File: src/rtl/core/tfp_pkg.sv
// tfp_pkg: shared constants and command/status types for the telemetry frame parser
// used by tfp_ctrl, tfp_dpath, telemetry_frame_parser_crc8, tfp_frame_checker and tb; no dependencies
package tfp_pkg;

   localparam int STORE_DEPTH = 64;
   localparam int STORE_AW    = $clog2(STORE_DEPTH);
   localparam int MAX_LENGTH  = 62;
   localparam int MIN_LENGTH  = 2;
   localparam int IDX_W       = 6;

   localparam logic [7:0] ADDR_SYNC  = 8'hC8;
   localparam logic [7:0] ADDR_RADIO = 8'hEA;
   localparam logic [7:0] CRC_POLY   = 8'hD5;

   // one-cycle strobes from the controller, qualified by an accepted beat, plus the emit_active level
   typedef struct packed {
      logic cap_addr;
      logic cap_len;
      logic cap_type;
      logic put_payload;
      logic start_emit;
      logic emit_active;
   } tfp_cmd_type;

   typedef struct packed {
      logic is_addr;
      logic len_ok;
      logic rem_zero;
      logic rem_one;
      logic crc_match;
      logic emit_done;
   } tfp_status_type;

endpackage

File: src/rtl/core/telemetry_frame_parser_crc8.sv
// telemetry_frame_parser_crc8: top level, joins controller and datapath
// depends on tfp_pkg, tfp_ctrl, tfp_dpath
//
//   channel   direction  beat contents                                   handshake
//   req_      in         rx_byte                                         req_valid / req_stall
//   rsp_      out        frame_address, frame_type, data_byte,           rsp_valid / rsp_stall
//                        byte_index, last_byte
//
// one received byte is taken per cycle while parsing
// on a good crc the frame is replayed from the frame store, one beat a cycle while
// rsp_stall is low, and req_stall stays high until all length-1 beats (1 to 61)
// have been read from the store
// rsp_stall holds the result register and pauses the store reads
// reset is synchronous; it clears the phase and the result valid, the store is not cleared
module telemetry_frame_parser_crc8
   import tfp_pkg::*;
(
   input  logic       clock,
   input  logic       reset,
   input  logic       req_valid,
   output logic       req_stall,
   input  logic [7:0] req_rx_byte,
   output logic       rsp_valid,
   input  logic       rsp_stall,
   output logic [7:0] rsp_frame_address,
   output logic [7:0] rsp_frame_type,
   output logic [7:0] rsp_data_byte,
   output logic [5:0] rsp_byte_index,
   output logic       rsp_last_byte
);

   tfp_cmd_type    cmd;
   tfp_status_type status;

   // phase tracking and input back-pressure
   tfp_ctrl u_ctrl (
      .clock     (clock),
      .reset     (reset),
      .req_valid (req_valid),
      .req_stall (req_stall),
      .status    (status),
      .cmd       (cmd)
   );

   // frame registers, crc, store and result register
   tfp_dpath u_dpath (
      .clock             (clock),
      .reset             (reset),
      .req_rx_byte       (req_rx_byte),
      .cmd               (cmd),
      .status            (status),
      .rsp_valid         (rsp_valid),
      .rsp_stall         (rsp_stall),
      .rsp_frame_address (rsp_frame_address),
      .rsp_frame_type    (rsp_frame_type),
      .rsp_data_byte     (rsp_data_byte),
      .rsp_byte_index    (rsp_byte_index),
      .rsp_last_byte     (rsp_last_byte)
   );

   // a good crc beat always opens a replay that holds off the input
   a_emit_stalls: assert property (@(posedge clock) disable iff (reset)
      cmd.start_emit |=> req_stall)
      else $error("replay did not stall input");

   // last store read issued: input opens again next cycle
   a_done_reopens: assert property (@(posedge clock) disable iff (reset)
      status.emit_done |=> !req_stall)
      else $error("input still stalled after replay");

   // a non-final beat leaving means more of the frame is still to be read
   a_more_pending: assert property (@(posedge clock) disable iff (reset)
      (rsp_valid && !rsp_stall && !rsp_last_byte) |-> req_stall)
      else $error("replay ended before last beat");

   // strobes into the datapath are mutually exclusive
   a_cmd_onehot: assert property (@(posedge clock) disable iff (reset)
      $onehot0({cmd.cap_addr, cmd.cap_len, cmd.cap_type, cmd.put_payload, cmd.start_emit}))
      else $error("conflicting datapath strobes");

endmodule

File: src/rtl/core/tfp_ctrl.sv
// tfp_ctrl: frame phase state machine, drives datapath strobes and req_stall
// depends on tfp_pkg
module tfp_ctrl
   import tfp_pkg::*;
(
   input  logic           clock,
   input  logic           reset,
   input  logic           req_valid,
   output logic           req_stall,
   input  tfp_status_type status,
   output tfp_cmd_type    cmd
);

   localparam logic [2:0] ST_WAIT    = 3'd0;
   localparam logic [2:0] ST_LEN     = 3'd1;
   localparam logic [2:0] ST_TYPE    = 3'd2;
   localparam logic [2:0] ST_PAYLOAD = 3'd3;
   localparam logic [2:0] ST_CRC     = 3'd4;
   localparam logic [2:0] ST_EMIT    = 3'd5;

   logic [2:0] state_ff;
   logic [2:0] state_in;
   logic       accept;

   assign req_stall = (state_ff == ST_EMIT);
   assign accept    = req_valid && !req_stall;

   always_comb begin
      state_in = state_ff;
      cmd      = '0;
      cmd.emit_active = (state_ff == ST_EMIT);
      unique case (state_ff)
         ST_LEN: begin
            if (accept) begin
               // bad length: same beat is tried as an address
               priority if (status.len_ok) begin
                  cmd.cap_len = 1'b1;
                  state_in    = ST_TYPE;
               end else if (status.is_addr) begin
                  cmd.cap_addr = 1'b1;
                  state_in     = ST_LEN;
               end else begin
                  state_in = ST_WAIT;
               end
            end
         end
         ST_TYPE: begin
            if (accept) begin
               cmd.cap_type = 1'b1;
               state_in     = status.rem_zero ? ST_CRC : ST_PAYLOAD;
            end
         end
         ST_PAYLOAD: begin
            if (accept) begin
               cmd.put_payload = 1'b1;
               state_in        = status.rem_one ? ST_CRC : ST_PAYLOAD;
            end
         end
         ST_CRC: begin
            if (accept) begin
               cmd.start_emit = status.crc_match;
               state_in       = status.crc_match ? ST_EMIT : ST_WAIT;
            end
         end
         ST_EMIT: begin
            if (status.emit_done) begin
               state_in = ST_WAIT;
            end
         end
         default: begin
            // waiting for an address, unused codes too
            if (accept) begin
               cmd.cap_addr = status.is_addr;
               state_in     = status.is_addr ? ST_LEN : ST_WAIT;
            end
         end
      endcase
   end

   always_ff @(posedge clock) begin
      if (reset) begin
         state_ff <= ST_WAIT;
      end else begin
         state_ff <= state_in;
      end
   end

endmodule

File: src/rtl/core/tfp_dpath.sv
// tfp_dpath: frame registers, running crc, frame store and result register
// depends on tfp_pkg
module tfp_dpath
   import tfp_pkg::*;
(
   input  logic           clock,
   input  logic           reset,
   input  logic [7:0]     req_rx_byte,
   input  tfp_cmd_type    cmd,
   output tfp_status_type status,
   output logic           rsp_valid,
   input  logic           rsp_stall,
   output logic [7:0]     rsp_frame_address,
   output logic [7:0]     rsp_frame_type,
   output logic [7:0]     rsp_data_byte,
   output logic [5:0]     rsp_byte_index,
   output logic           rsp_last_byte
);

   function automatic logic [7:0] crc8_byte(input logic [7:0] crc, input logic [7:0] b);
      logic [7:0] c;
      c = crc ^ b;
      for (int k = 0; k < 8; k++) begin
         c = c[7] ? ((c << 1) ^ CRC_POLY) : (c << 1);
      end
      return c;
   endfunction

   logic [7:0]       mem [STORE_DEPTH];
   logic [7:0]       addr_ff;
   logic [7:0]       type_ff;
   logic [IDX_W-1:0] length_ff;
   logic [IDX_W-1:0] remain_ff;
   logic [IDX_W-1:0] wpos_ff;
   logic [7:0]       crc_ff;
   logic [IDX_W-1:0] rd_idx_ff;
   logic [IDX_W-1:0] last_idx;
   logic             issue;
   logic             mem_we;
   logic [IDX_W-1:0] mem_wpos;

   logic             out_valid_ff;
   logic [7:0]       out_addr_ff;
   logic [7:0]       out_type_ff;
   logic [7:0]       out_data_ff;
   logic [IDX_W-1:0] out_idx_ff;
   logic             out_last_ff;

   assign last_idx = length_ff - IDX_W'(2);
   assign issue    = cmd.emit_active && (!out_valid_ff || !rsp_stall);
   assign mem_we   = cmd.cap_type || cmd.put_payload;
   assign mem_wpos = cmd.cap_type ? '0 : wpos_ff;

   assign status.is_addr   = (req_rx_byte == ADDR_SYNC) || (req_rx_byte == ADDR_RADIO);
   assign status.len_ok    = (req_rx_byte >= 8'(MIN_LENGTH)) && (req_rx_byte <= 8'(MAX_LENGTH));
   assign status.rem_zero  = (remain_ff == '0);
   assign status.rem_one   = (remain_ff == IDX_W'(1));
   assign status.crc_match = (crc_ff == req_rx_byte);
   assign status.emit_done = issue && (rd_idx_ff == last_idx);

   // frame registers and running crc
   always_ff @(posedge clock) begin
      if (cmd.cap_addr) begin
         addr_ff <= req_rx_byte;
      end
      if (cmd.cap_len) begin
         length_ff <= IDX_W'(req_rx_byte);
         remain_ff <= IDX_W'(req_rx_byte - 8'(MIN_LENGTH));
      end
      if (cmd.cap_type) begin
         type_ff <= req_rx_byte;
         wpos_ff <= IDX_W'(1);
         crc_ff  <= crc8_byte(8'h00, req_rx_byte);
      end
      if (cmd.put_payload) begin
         wpos_ff   <= wpos_ff + IDX_W'(1);
         remain_ff <= remain_ff - IDX_W'(1);
         crc_ff    <= crc8_byte(crc_ff, req_rx_byte);
      end
      if (cmd.start_emit) begin
         rd_idx_ff <= '0;
      end else if (issue) begin
         rd_idx_ff <= rd_idx_ff + IDX_W'(1);
      end
   end

   // frame store, read data lands straight in the result register
   always_ff @(posedge clock) begin
      if (mem_we) begin
         mem[STORE_AW'(mem_wpos)] <= req_rx_byte;
      end
      if (issue) begin
         out_data_ff <= mem[STORE_AW'(rd_idx_ff)];
         out_addr_ff <= addr_ff;
         out_type_ff <= type_ff;
         out_idx_ff  <= rd_idx_ff;
         out_last_ff <= (rd_idx_ff == last_idx);
      end
   end

   always_ff @(posedge clock) begin
      if (reset) begin
         out_valid_ff <= 1'b0;
      end else if (issue) begin
         out_valid_ff <= 1'b1;
      end else if (!rsp_stall) begin
         out_valid_ff <= 1'b0;
      end
   end

   assign rsp_valid         = out_valid_ff;
   assign rsp_frame_address = out_addr_ff;
   assign rsp_frame_type    = out_type_ff;
   assign rsp_data_byte     = out_data_ff;
   assign rsp_byte_index    = out_idx_ff;
   assign rsp_last_byte     = out_last_ff;

endmodule

File: config.mk
export PLATFORM = sky130hd
export DESIGN_NAME = telemetry_frame_parser_crc8
export DESIGN_NICKNAME = d
export VERILOG_FILES = /design/src/rtl/core/tfp_pkg.sv /design/src/rtl/core/telemetry_frame_parser_crc8.sv /design/src/rtl/core/tfp_ctrl.sv /design/src/rtl/core/tfp_dpath.sv
export SDC_FILE = /design/constraint.sdc
export NUM_CORES = 1
export LEC_CHECK = 0
export ABC_AREA = 1
export BUFFER_PORTS_ARGS = -buffer_cell sky130_fd_sc_hd__buf_2
export CAP_MARGIN = 20
export CORE_MARGIN = 8
export CORE_UTILIZATION = 30
export CTS_CLUSTER_DIAMETER = 100
export DETAILED_ROUTE_END_ITERATION = 8
export PLACE_DENSITY = 0.53
export SLEW_MARGIN = 20
export SYNTH_ARGS = -nofsm -noshare
export SYNTH_HDL_FRONTEND = slang
export SYNTH_HIERARCHICAL = 1
export SYNTH_SLANG_ARGS = --single-unit
File: constraint.sdc
create_clock -name clock -period 3.9 [get_ports clock]
set_clock_uncertainty 0.15 [all_clocks]
set_input_delay 0.195 -clock clock [delete_from_list [all_inputs] [get_ports clock]]
set_output_delay 0.195 -clock clock [all_outputs]
set_load 0.005 [all_outputs]
# [Word level (Yosys, flattened, before mapping)]
# Memories as Yosys holds them, arrays and structs flattened. A register that Yosys moved wholly into a read port is not among the register bits.
# Index checks and enable logic that the tools add are counted.
[word_totals] mem_count=1 inputBits=12 mem_bits_rw=512 wordCells=121 register_bits=75 output_inout_bits=33
[classes] add_sub_neg=5 n_eq_ne=16 n_mux=51 n_reduce_logical=16 bitwise=17 n_lt_le_gt_ge=2
[memory_table] name="u_dpath.mem" words=64 width=8 read_ports=1 rd_ports_with_merged_regs=1 write_ports=1 line="tfp_dpath.sv:29" source="logic [7:0] mem [STORE_DEPTH];"
[op_table] op="two-way mux 8 bit" n=18
[op_table] op="inverter 5 bit" n=16
[op_table] op="two-way mux 3 bit" n=10
[op_table] op="two-way mux 6 bit" n=5
[op_table] op="equality test 8 bit, second input constant" n=2
[op_table] op="two-way mux 1 bit" n=15
[op_table] op="case mux 3 bit (5 select lines)" n=1
[op_table] op="adder 6 x 1 -> 6 bit, second input constant" n=2
[op_table] op="subtractor 6 x 2 -> 6 bit, second input constant" n=2
[op_table] op="inequality test 2 x 1 -> 1 bit, second input constant" n=5
[op_table] op="equality test 8 bit" n=1
[op_table] op=">= comparator 8 x 2 -> 1 bit, second input constant" n=1
[op_table] op="<= comparator 8 x 6 -> 1 bit, second input constant" n=1
[op_table] op="XOR 8 bit" n=1
[op_table] op="equality test 3 x 2 -> 1 bit, second input constant" n=2
[op_table] op="equality test 3 bit, second input constant" n=2
[op_table] op="equality test 6 x 1 -> 1 bit, second input constant" n=1
[op_table] op="equality test 6 bit" n=1
[op_table] op="logical NOT 6 bit" n=1
[op_table] op="AND reduction 6 bit" n=1
[op_table] op="nonzero test 2 bit" n=3
[op_table] op="subtractor 6 x 1 -> 6 bit, second input constant" n=1
[op_table] op="logical AND 1 bit" n=4
[op_table] op="OR reduction 4 bit" n=1
[op_table] op="6 further kinds" n=10

# [Logic depth before layout (Yosys ltp)]
[depth] depth_word=18 mapped_depth=19 mapped_depth_nobuf=19

# [Cells and area by module]
# The synthesis kept the hierarchy.
[by_module_without_submodules] module="tfp_dpath" area_per_inst_um2=24425.9 seq_area_each_um2=17707.0 n_inst=1 cells_per_inst=1913
[by_module_without_submodules] module="tfp_ctrl" area_per_inst_um2=331.6 seq_area_each_um2=60.1 n_inst=1 cells_per_inst=58

# [Worst setup path after synthesis]
# OpenSTA, ideal clock, no wires.
[synth_timing] kind="register to register" start="register u_ctrl.state_ff[0]" end="memory u_dpath.mem[55][0], enable pin" t_arrival_ns=3.006 path_buffers=1 slack_ns=0.349 t_required_ns=3.355 synth_period_minus_slack_ns=3.551 stages_incl_launch_ff=9 setup_time_ns=0.395 path_cell_list="dfxtp_1 -> buf_6 -> inv_1 -> nand3_1 -> nor2_1 -> inv_1 -> nand2_1 -> nand3_1 -> nor4_1"
[synth_rtl] element="start, declared" line="tfp_ctrl.sv:21" source="logic [2:0] state_ff;"
[synth_rtl] element="start signal, assigned" line="tfp_ctrl.sv:84" source="state_ff <= state_in;"
[synth_rtl] element="end, declared" line="tfp_dpath.sv:29"

==> results.py <==
metrics = {
    "run_status": {
        "status": "complete, no violations",
    },
    "synthesis": {
        "synth_nets": 1995,
        "syn_inst": 1971,
        "ys_warn_count": 6,
        "ys_seq_area_share_pct": 71.8,
        "postSynthAreaPerCell_sq_um": 12.6,
        "yosys.cell_types.count": 47,
        "synth_flop_cell": "edfxtp_1",
        "netlist_area_sq_um": 24800,
        "async_reset_ff_share_pct": 0,
        "synth_top_area_share_pct": 71.0,
        "ys_ff_latch": 595,
        "netlist_top_cells_area": "edfxtp_1 (71%), o21ai_0 (5.4%), nor2_1 (5.2%), nand2_1 (2.6%), o22ai_1 (2.1%)",
        "post-synth-top-area-cell": "edfxtp_1",
        "synth_edf_count": 585,
    },
    "power_and_ir_drop": {
        "switchingPower_uw": 2820,
        "p_leak_uw": 0.00932,
        "ir_drop_mv": 0.311,
        "powerDensity_nw_per_um2": 486,
        "clockPowerShare_pct": 46.1,
        "p_comb_share_pct": 3.2,
        "finalPower_uw": 13900,
        "p_seq_share_pct": 50.7,
        "p_int_uw": 11000,
        "swShare_pct": 20.4,
    },
    "setup_path": {
        "reg2reg_to": "u_dpath/mem[45][0]",
        "r2r_cells": 7,
        "worst-path-max-fanout": 8,
        "crit_path_start": "u_ctrl/state_ff[0]",
        "required_ns": 4.00,
        "worst_setup_path_start_kind": "register",
        "end_kind": "register",
        "cp-endpoint": "u_dpath/mem[45][0]",
        "regToRegSetupSlack_ns": 0.18,
        "cp.arrival_ns": 3.81,
        "r2r-start": "u_ctrl/state_ff[0]",
        "crit_type": "register to register",
    },
    "finish": {
        "nets": 2043,
        "drive_above_1_share_pct": 12.8,
        "final_common_cell": "edfxtp_1",
        "area_growth_pct": 15.3,
        "design_area_sq_um": 28500,
        "antenna_cells": 0,
        "layout_common_cells": "edfxtp_1 (585), nor2_1 (345), o21ai_0 (269)",
    },
    "placed_design": {
        "gp_congestion": 0.839,
        "dpl_cell_area_sq_um": 26200,
        "numPortBuffers": 44,
        "detailed_place_hpwl_mm": 40.6,
    },
    "drt": {
        "drt_iter0_markers": 1660,
        "ant_nets": 0,
        "avgViaCountPerCell": 5.10,
        "drt-wirelength-per-cell_um": 21.1,
        "finalWirelength_mm": 66.2,
        "num_vias": 16000,
        "first_pass_iters": 5,
        "drcViolationCount": 0,
    },
    "clock_network": {
        "cts.path.max_buffers": 3,
        "postCtsResizedCells": 0,
        "clockRootBuffer": "clkbuf_16",
        "clk_latency_ns": 0.63,
        "cts_tree": "built",
        "path_clk_slew_ns": 0.06,
        "cts_buffers": 60,
        "cts_sinks": 595,
        "htreeDepth": 2,
    },
    "floorplan": {
        "initial_utilization_pct": 30.2,
        "die-height_um": 303,
        "die_area_sq_um": 92000,
        "rows": 105,
        "die_w_um": 303,
        "core-area_sq_um": 81800,
        "ios": 45,
    },
    "sta": {
        "setup_viol": 0,
        "timing.slew.headroom_pct": 32.8,
        "tns_ns": 0,
        "max_freq_mhz": 269,
        "slew_viol_final": 0,
        "min_period_ns": 3.72,
        "hold_viol": 0,
        "tightest_slew_ns": 1.00,
        "rsz0062_at_grt": "no",
        "period_share_pct": 95.3,
    },
    "global_route": {
        "grt_pass1_vias": 15800,
        "grt_pass1_wl_mm": 99.9,
        "grt-ovfl-total": 0,
        "antenna_found_initial": 1,
        "grt_max_degree": 150,
        "grt.total_usage_pct": 14.2,
    },
    "worst_hold_path": {
        "hold_depth": 1,
        "hp-class": "primary input to register",
    },
    "job": {
        "maxCapViolations": 0,
    },
}
## cells in the mapped netlist, types with 4 or more instances
library cell,instances
inv_1,55
xor2_1,18
inv_2,9
o221ai_1,45
edfxtp_1,585
o211ai_1,19
clkbuf_1,81
nand3_1,65
nand4_1,39
nand2_2,21
xnor2_1,10
inv_4,4
a21oi_1,16
nand2_1,174
o21ai_1,5
dfxtp_1,10
nor4_1,6
a31oi_1,4
buf_4,8
nor2_1,346
xor2_2,4
nand3_2,5
ha_1,12
o22ai_1,83
nand2_4,14
nor3_1,13
clkinv_1,4
buf_2,20
o21ai_0,269
## worst min-delay path by stage
stage / from / to / slack, ns
floorplan: reset / u_ctrl/state_ff[0] / 0.11
global placement: u_dpath/type_ff[7] / u_dpath/rsp_frame_type[7] / 0.25
detailed placement: u_dpath/type_ff[1] / u_dpath/rsp_frame_type[1] / 0.25
CTS: req_rx_byte[5] / u_dpath/addr_ff[5] / 0.006
global route: req_rx_byte[5] / u_dpath/addr_ff[5] / 0.03
finish: req_rx_byte[5] / u_dpath/addr_ff[5] / 0.02
## flip-flops by register name, summed over array words and instances, names as in the netlist
register                   count
u_ctrl/state_ff                3
u_dpath/addr_ff                8
u_dpath/crc_ff                 8
u_dpath/length_ff              6
u_dpath/mem                  512
u_dpath/rd_idx_ff              6
u_dpath/remain_ff              6
u_dpath/rsp_byte_index         6
u_dpath/rsp_data_byte          8
u_dpath/rsp_frame_address      8
u_dpath/rsp_frame_type         8
u_dpath/rsp_last_byte          1
u_dpath/rsp_valid              1
u_dpath/type_ff                8
u_dpath/wpos_ff                6
## stage by stage
stage / util [%] / instances / hold slack [ns] / setup slack, ns
2_1_floorplan: - / 1971 / 0.107 / 0.349
3_3_place_gp: 32.1 / 3019 / 0.253 / 0.438
3_5_place_dp: 32.1 / 3019 / 0.255 / 0.343
4_1_cts: 34.9 / 3141 / 0.00580 / 0.317
5_1_grt: 34.9 / 3141 / 0.0281 / 0.0383
6_report: 34.9 / 3141 / 0.0151 / 0.185
## cell families (layout without fill, tap and decap cells)
kind of cell    Yosys count  in the layout  synth area share [%]
compound gates          448            448                  10.5
flops                   595            595                  71.8
simple gates            697            697                  12.6
buf+inv                 186            286                  3.16
xor+xnor                 33             33                  1.36
fa+ha+maj                12             12                 0.606
## what timing repair did
| action | in CTS | in global routing |
|---|---|---|
| hold endpoints to repair | 49 | 0 |
| buffers inserted | 0 | 0 |
| hold buffers | 8 | 0 |
## area by class of cell
class | instances | area (sq um)
clock inverter | 50 | 696
tap | 1070 | 1340
fill | 7869 | 53300
clock buffer | 64 | 1520
multi-input combinational | 1190 | 6210
timing repair buffer | 99 | 706
inverter | 73 | 295
sequential | 595 | 17800
## critical path: stages, from the launching register on
cell	delay [ns]
dfxtp_1	0.38
inv_1	0.16
nand3_1	0.12
nor2_1	0.55
inv_1	0.16
nand2_1	0.25
nand3_1	0.66
nor2_1	0.87
## metal layers
layer	GRT usage (%)	up-vias	part of all wire [%]
met5	0	-	0.021
met4	3.58	2	1.8
met3	2.01	82	6.2
met2	23.1	528	47
met1	19.9	8058	45
li1	-	7351	-
## power groups by stage
| stage | Combinational (uW) | Sequential [uW] | Clock (uW) |
|---|---|---|---|
| 2_1_floorplan | 253 | 7160 | 0 |
| 3_3_place_gp | 432 | 7160 | 0 |
| 3_5_place_dp | 442 | 7160 | 0 |
| 4_1_cts | 450 | 7020 | 6520 |
| 5_1_grt | 492 | 7020 | 6750 |
| 6_report | 446 | 7020 | 6390 |
Note: power is estimated with default switching activity, not from simulation.
